==> src/vrt_pkg.sv <==
// ----------------------------------------------------------------------------
// vrt_pkg: shared types and constants of the voxel ray traversal unit
// Holds the controller state enum, command and status structs and constants.
// ----------------------------------------------------------------------------
package vrt_pkg;

    localparam int unsigned T_W = 26;
    localparam logic [T_W-1:0] TMAX = {T_W{1'b1}};

    localparam logic [1:0] REG_SIZE_X = 2'd0;
    localparam logic [1:0] REG_SIZE_Y = 2'd1;
    localparam logic [1:0] REG_SIZE_Z = 2'd2;
    localparam logic [1:0] REG_LIMIT  = 2'd3;

    localparam logic OP_WRITE = 1'b0;
    localparam logic OP_CAST  = 1'b1;

    typedef enum logic [3:0] {
        ST_IDLE,
        ST_DIV,
        ST_CHECK,
        ST_PICK,
        ST_INDEX,
        ST_READ,
        ST_TEST,
        ST_DONE
    } t_state;

    typedef struct packed {
        logic load;      // capture a cast beat
        logic div_start; // start the per-axis divisions
        logic check;     // start-cell inside test
        logic pick;      // choose axis and step
        logic index;     // form the linear index
        logic read;      // issue map read
        logic hit;       // latch a hit result
        logic miss;      // latch a miss result
    } t_cmd;

    typedef struct packed {
        logic div_done;
        logic start_in;
        logic walk_end;  // limit, budget, zero axis or left the map
        logic occupied;
    } t_status;

endpackage

==> src/vrt_controller.sv <==
// ----------------------------------------------------------------------------
// vrt_controller: cast sequencer
// Steps through divide, start test and the walk loop, one cell per pass.
// ----------------------------------------------------------------------------
module vrt_controller
    import vrt_pkg::*;
(
    input  logic    i_clk,
    input  logic    i_rst_n,
    input  logic    i_cast,
    input  logic    i_out_free,
    input  t_status i_status,
    output t_cmd    o_cmd,
    output logic    o_idle,
    output logic    o_result
);
    t_state r_state, n_state;
    logic [1:0] r_wait, n_wait;

    always_comb begin
        n_state = r_state;
        n_wait  = r_wait;
        case (r_state)
            ST_IDLE:  if (i_cast) n_state = ST_DIV;
            ST_DIV:   if (i_status.div_done) n_state = ST_CHECK;
            ST_CHECK: n_state = i_status.start_in ? ST_PICK : ST_DONE;
            ST_PICK:  n_state = ST_INDEX;
            ST_INDEX: begin
                n_state = i_status.walk_end ? ST_DONE : ST_READ;
                n_wait  = 2'd2;
            end
            ST_READ: begin
                n_wait = r_wait - 2'd1;
                if (r_wait == 2'd0) n_state = ST_TEST;
            end
            ST_TEST:  n_state = i_status.occupied ? ST_DONE : ST_PICK;
            ST_DONE:  if (i_out_free) n_state = ST_IDLE;
            default:  n_state = ST_IDLE;
        endcase
    end

    always_comb begin
        o_cmd = '0;
        o_idle = 1'b0;
        o_result = 1'b0;
        case (r_state)
            ST_IDLE: begin
                o_idle = 1'b1;
                o_cmd.load = i_cast;
                o_cmd.div_start = i_cast;
            end
            ST_CHECK: o_cmd.miss = !i_status.start_in;
            ST_PICK:  o_cmd.pick = 1'b1;
            ST_INDEX: begin
                o_cmd.index = 1'b1;
                o_cmd.miss  = i_status.walk_end;
            end
            ST_READ:  o_cmd.read = (r_wait == 2'd2);
            ST_TEST:  o_cmd.hit = i_status.occupied;
            ST_DONE:  o_result = i_out_free;
            default:  o_cmd = '0;
        endcase
    end

    always_ff @(posedge i_clk) begin
        if (!i_rst_n) begin
            r_state <= ST_IDLE;
            r_wait  <= '0;
        end else begin
            r_state <= n_state;
            r_wait  <= n_wait;
        end
    end

    a_done_from_idle: assert property (@(posedge i_clk) disable iff (!i_rst_n)
        r_state == ST_IDLE && !i_cast |=> r_state == ST_IDLE)
        else $error("controller left idle without a cast");
    a_hit_miss_excl: assert property (@(posedge i_clk) disable iff (!i_rst_n)
        !(o_cmd.hit && o_cmd.miss)) else $error("hit and miss together");
    a_result_from_done: assert property (@(posedge i_clk) disable iff (!i_rst_n)
        o_result |=> r_state == ST_IDLE) else $error("result not followed by idle");
endmodule

==> config.mk <==
export PLATFORM = sky130hd
export DESIGN_NAME = vrt_controller
export DESIGN_NICKNAME = d
export VERILOG_FILES = /design/src/vrt_pkg.sv /design/src/vrt_controller.sv
export SDC_FILE = /design/constraint.sdc
export NUM_CORES = 1
export LEC_CHECK = 0
export ABC_AREA = 1
export BUFFER_PORTS_ARGS = -buffer_cell sky130_fd_sc_hd__buf_4
export CAP_MARGIN = 20
export CORE_AREA = 4 4 41 43
export DETAILED_ROUTE_END_ITERATION = 6
export DIE_AREA = 0 0 45 47
export GPL_TIMING_DRIVEN = 0
export PLACE_DENSITY = 0.56
export SLEW_MARGIN = 5
export SYNTH_ARGS = -nofsm -noshare
export SYNTH_HDL_FRONTEND = slang
export SYNTH_SLANG_ARGS = --single-unit
==> constraint.sdc <==
create_clock -name i_clk -period 1.43 [get_ports i_clk]
set_input_delay 0.0715 -clock i_clk [delete_from_list [all_inputs] [get_ports i_clk]]
set_output_delay 0.0715 -clock i_clk [all_outputs]
set_load 0.01 [all_outputs]
==> qor.txt, run 1 <==
status -> finished, final reports clean
gpl congestion -> 0.767
RSZ-0062 raised after global routing -> false
height of the die -> 47 um
GRT met1 Usage -> 11.4%
Critical R2R Launch -> r_wait[0]
# rows -> 13
post-synth top area share -> 21.9%
Synth-to-Final Area Change -> 36.7%
Leakage -> 0.371 nW
Reg2Reg Depth -> 9
Post-CTS Hold Buffers -> 0
Max Root-Sink Buffers -> 2
MaxCap Viol Count -> 0
layout cells sized above 1 -> 34.8%
power density over the cells -> 1930 nW/um^2
clock-pin slew on the worst setup and hold paths -> 0.04 ns
setup_tns -> 0 ns
HP Class -> input pin to flip-flop
first-pass GRT wire length -> 1540 um
Crit-path slowest cell -> dfxtp_1
antenna-violating nets left -> 0
worst-path cell chain -> buf_6 > inv_1 > nor4_1 > buf_4
crit path DAT -> 1.23 ns
Final Hold Viols -> 0
vias per cell -> 4.24
DRC -> 0
crit end category -> primary output
top-count cell post-synth -> nand2_1
cell taking the most area after synthesis -> dfxtp_1
CORE AREA -> 1300 sq um
met3 Resource Use GR -> 5.75%
vias -> 454
Detailed Route WL -> 928 um
CP max stage delay -> 0.31 ns
pins over their slew limit -> 0
sequential share of the synthesized area -> 21.9%
Worst R2R Setup Slack -> 0.31 ns
Setup crit start kind -> flip-flop
Final Skew -> 0.00538 ns
ys flop type -> dfxtp_1
vias in the first global route -> 387
Yosys cell types -> 19
starting density of the core -> 35.1%
sink of the worst hold path -> r_state[2]
die footprint -> 2120 sq um
fmax -> 768 MHz
Fillers -> 148
Worst Path Class, Setup -> flip-flop to primary output
Yosys warning count -> 0
Total GRT Usage -> 10.3%
Top Usage Layer GRT -> met2
cell chosen for the clock root -> clkbuf_4
CTS H-Tree Depth -> 1
Synth async-reset ratio -> 0%
Hold Startpoint -> i_rst_n
Avg Inst Size Synth -> 6.34 sq um
DRT Pass-1 Iters -> 4
PnR Total Power -> 1.21 mW
Port Buffer Count -> 16
Post-Syn Instances -> 72
Period minus WS final -> 1.30 ns
initial DRC count -> 7
fin nets -> 103
GRT met2 Usage -> 16.7%
largest net degree at the start of global routing -> 11
Worst Path Required -> 1.36 ns
commonest cells in the netlist -> 16 x nand2_1, 14 x inv_1, 8 x nor2_1, 6 x nand3_1, 5 x dfxtp_1
initial antenna violation count -> 0
total area of sequential cells -> 100 sq um
Worst VDD drop -> 693 uV
#FFs+latches synth -> 5
Antenna Cells -> 0
CTS tree -> yes
area of the multi-input gates -> 245 sq um
num ports -> 18
clock sinks -> 5
crit-path max FO -> 10
total grt overflow -> 0
worst skew pair latency -> 0.24 ns
DR WL/cell -> 8.67 um
top cells by area, synth -> dfxtp_1 22%, nand2_1 13%, inv_1 12%, buf_6 7.4%, nand3_1 6.6%
die width -> 45 um
Finish-stage setup viols -> 0
Post-synth EDFFs -> 0
synthesized area -> 457 sq um
hpwl dp -> 743 um
Tcrit/Tclk final -> 91.1%
Syn Nets -> 82
reg2reg end -> r_state[0]
TritonCTS Buffers -> 3
hold path cells -> 3
-- worst max path at each step --
stage / slack [ns] / end / start / cells past startpoint
3_5_place_dp: 0.31 / r_state[2] / r_wait[0] / 9
6_report: 0.13 / o_result / r_state[2] / 4
5_1_grt: 0.02 / o_result / r_state[2] / 4
4_1_cts: 0.11 / o_cmd[7] / r_state[2] / 6
2_1_floorplan: 0.38 / o_cmd[7] / r_state[2] / 5
3_3_place_gp: 0.30 / r_state[2] / r_wait[0] / 9
-- metal layers --
metal | routed length, um | vias up
li1 | - | 257
met1 | 423 | 187
met2 | 440 | 10
met3 | 63 | 0
met4 | 0 | 0
met5 | 0 | -
-- sequential cells by signal (all words and copies together) (netlist names) --
signal / cells
r_state: 3
r_wait: 2
-- power by group --
group          internal (mW)  switching (mW)  leakage (nW)
Clock                  0.105          0.0558        0.0150
Sequential             0.193          0.0205        0.0412
Combinational          0.362           0.470         0.315
-- worst max-delay path, delay by kind of cell, from the launching register on --
family | cells | cell delay, ns
buffers and inverters | 3 | 0.38
flip-flops | 1 | 0.31
AND/OR/NAND/NOR | 1 | 0.29
-- cells by family after synthesis --
| family | share of synthesized area [%] |
|---|---|
| compound gates | 5.20 |
| fa+ha+maj | 5.48 |
| buf+inv | 24.9 |
| flops | 21.9 |
| other cells | 0.821 |
| simple gates | 41.6 |
-- placed cells by master, fill, tap and decap left out --
cell type  count
nor2_1         7
nand3_1        6
clkbuf_1       1
buf_6          3
a221oi_1       1
nand4_1        3
buf_4         18
inv_1         14
clkbuf_4       3
nor2_2         2
nand2_1       16
nand2_2        1
o21ai_0        1
nor2_4         2
inv_4          2
ha_1           2
nor4_1         1
a21oi_1        2
conb_1         1
nand3_2        1
dfxtp_1        5
-- stage by stage --
step | setup slack [ns] | instances | instance area (sq um) | hold slack (ns) | util (%)
3_3_place_gp | 0.298 | 103 | 596 | 0.317 | 45.8
6_report | 0.128 | 107 | 624 | 0.0719 | 48.0
4_1_cts | 0.111 | 107 | 622 | 0.0601 | 47.8
5_1_grt | 0.0185 | 107 | 624 | 0.0631 | 48.0
3_5_place_dp | 0.308 | 103 | 596 | 0.320 | 45.8
2_1_floorplan | 0.382 | 72 | 457 | 0.192 | -
-- layout make-up --
| class | count | share of cell area, % |
|---|---|---|
| Timing Repair Buffer | 16 | 19.2 |
| Inverter | 16 | 10.4 |
| Clock buffer | 4 | 4.21 |
| Buffer | 5 | 7.82 |
| Tap cell | 15 | 3.01 |
| Multi-Input combinational cell | 46 | 39.3 |
| Sequential cell | 5 | 16.0 |
-- what timing repair did --
action | 4_1_cts | 5_1_grt
setup endpoints to repair | 0 | 1
buffers inserted | 0 | 0
resized for setup | 0 | 1
Note: power is estimated with default switching activity, not from simulation.
==> run 2, diff against run 1 <==
- clock period: 1.43 -> 1.67 ns (I/O delays scaled with it)
==> run 2 against run 1 <==
Count of clock-buffer cells in the layout is the same. Non-clock buffer count is the same. Critical path depth is the same. Register-to-register slack gained 0.24 ns. Sequential power shrank 14%. Utilization shrank 0.19 points. Sequential share of layout area grew 0.065 points. Clock skew is the same. Hold slack gained 0.012 ns. Critical path type unchanged. Largest cell class unchanged.
==> qor.txt, run 2 (synthesis gave the netlist of run 1 again) <==
status -> finished, final reports clean
Leakage -> 0.371 nW (about the same)
Tcrit/Tclk final -> 78.7%
most frequent cells in the layout -> 18 x buf_4, 16 x nand2_1, 14 x inv_1, 8 x nor2_1, 6 x nand3_1
crit path DAT -> 1.23 ns (about the same)
clock sinks -> 5 (unchanged)
vias in the first global route -> 387 (unchanged)
top cell family by delay on the critical path -> buffers and inverters
antenna-violating nets left -> 0 (unchanged)
CORE AREA -> 1300 sq um (unchanged)
cell chosen for the clock root -> clkbuf_4
CTS resizes -> 0 (unchanged)
Top reg by flops -> r_state
Final Hold Viols -> 0 (unchanged)
pins over their slew limit -> 0 (unchanged)
Total GRT Usage -> 10.3% (unchanged)
MaxCap Viol Count -> 0 (unchanged)
Cell Int Power -> 0.564 mW (-15%)
Worst Path Required -> 1.59 ns (+0.23 ns)
vias -> 455 (+0.22%)
first-pass GRT wire length -> 1540 um (unchanged)
clock-pin slew on the worst setup and hold paths -> 0.04 ns (about the same)
die footprint -> 2120 sq um (unchanged)
CTS H-Tree Depth -> 1 (unchanged)
die width -> 45 um (unchanged)
dpl cell area -> 596 sq um (unchanged)
RSZ-0062 raised after global routing -> false
Setup crit start kind -> flip-flop
max reg flops -> 3 (unchanged)
power density over the cells -> 1650 nW/um^2 (-14%)
fin nets -> 103 (unchanged)
Detailed Route WL -> 929 um (+0.11%)
DR WL/cell -> 8.68 um (+0.11%)
Final Skew -> 0.00538 ns (unchanged)
CTS tree -> yes
total grt overflow -> 0 (unchanged)
Sw Share -> 45.2% (-0.12 points)
layout cells sized above 1 -> 33.7% (-1.1 points)
worst skew pair latency -> 0.24 ns (about the same)
initial antenna violation count -> 0 (unchanged)
DRT Pass-1 Iters -> 4 (unchanged)
CP max stage delay -> 0.31 ns (about the same)
Crit-path slowest cell -> dfxtp_1
crit end category -> primary output
switching power -> 0.465 mW (-15%)
height of the die -> 47 um (unchanged)
Port Buffer Count -> 16 (unchanged)
Max Root-Sink Buffers -> 2 (unchanged)
Finish-stage setup viols -> 0 (unchanged)
Period minus WS final -> 1.31 ns
# rows -> 13 (unchanged)
Synth-to-Final Area Change -> 36.2%
setup_tns -> 0 ns (unchanged)
Antenna Cells -> 0 (unchanged)
num ports -> 18 (unchanged)
post-layout util -> 47.8% (-0.19 points)
commonest non-fill, non-tap cell in the layout -> buf_4
largest net degree at the start of global routing -> 11 (unchanged)
Post-CTS Hold Buffers -> 0 (unchanged)
initial DRC count -> 7 (unchanged)
biggest regs -> r_state: 3 flops, r_wait: 2 flops
Clock Power Share -> 13.4% (about the same)
Combinational Power Share -> 68.8% (about the same)
fmax -> 761 MHz
Worst Path Class, Setup -> flip-flop to primary output
DRC -> 0 (unchanged)
HP Class -> input pin to flip-flop
Finished Cell Area -> 622 sq um (-0.40%)
Seq pwr share -> 17.8% (about the same)
worst-path cell chain -> buf_6 > inv_1 > nor4_1 > buf_4
Worst VDD drop -> 593 uV (-14%)
Worst Path Buf+Inv -> 3 (unchanged)
starting density of the core -> 35.1% (unchanged)
vias per cell -> 4.25 (+0.22%)
gpl congestion -> 0.767 (unchanged)
post-CTS setup buffers -> 0 (unchanged)
hpwl dp -> 743 um (unchanged)
crit-path max FO -> 10 (unchanged)
TritonCTS Buffers -> 3 (unchanged)
Fillers -> 148 (unchanged)
==> run 2: path summary, 6_finish.rpt <==
kind                            slack, ns          to  cells after the start        from
worst max-delay path                 0.36    o_result                      4  r_state[2]
worst min-delay path                 0.08  r_state[2]                      3     i_rst_n
worst max register to register       0.55  r_state[0]                      9   r_wait[0]
worst min register to register       0.50   r_wait[1]                      2   r_wait[1]
==> run 2: power by group through the flow <==
stage	logic [mW]	registers (mW)	clock network, mW
final	0.708	0.183	0.138
after global placement	0.721	0.185	0
after global routing	0.791	0.187	0.154
after CTS	0.715	0.183	0.147
after floorplan	0.530	0.183	0
after detailed placement	0.714	0.186	0
==> run 2: stage by stage <==
step / power, mW / std cells / setup WS [ns] / hold WS (ns)
detailed placement: 0.900 / 103 / 0.548 / 0.332
global route: 1.13 / 107 / 0.222 / 0.0751
finish: 1.03 / 107 / 0.356 / 0.0839
CTS: 1.05 / 107 / 0.339 / 0.0721
floorplan: 0.713 / 72 / 0.610 / 0.204
global placement: 0.906 / 103 / 0.538 / 0.329
==> run 2: layout make-up <==
class                   instances  area [sq um]  share of cell area (%)
well taps                      15          18.8                    3.02
plain buffers                   5          48.8                    7.85
inverters                      16          65.1                    10.5
flip-flops and latches          5           100                    16.1
multi-input cells              46           243                    39.0
repair buffers                 16           120                    19.3
clock buffers                   4          26.3                    4.23
==> run 2: layer usage <==
| metal | GRT usage (%) | routed length [um] |
|---|---|---|
| met1 | 11.4 | 424 |
| met4 | 3.51 | 0 |
| met3 | 5.75 | 63 |
| met2 | 16.7 | 440 |
| met5 | 0 | 0 |
==> run 2: worst reg2reg max path, cell delays in order, from the launching register on <==
cell,delay (ns)
dfxtp_1,0.29
inv_1,0.10
ha_1,0.15
inv_1,0.04
nand4_1,0.07
nand2_1,0.06
nor2_2,0.16
nand2_1,0.07
nand2_1,0.06
nor2_1,0.03
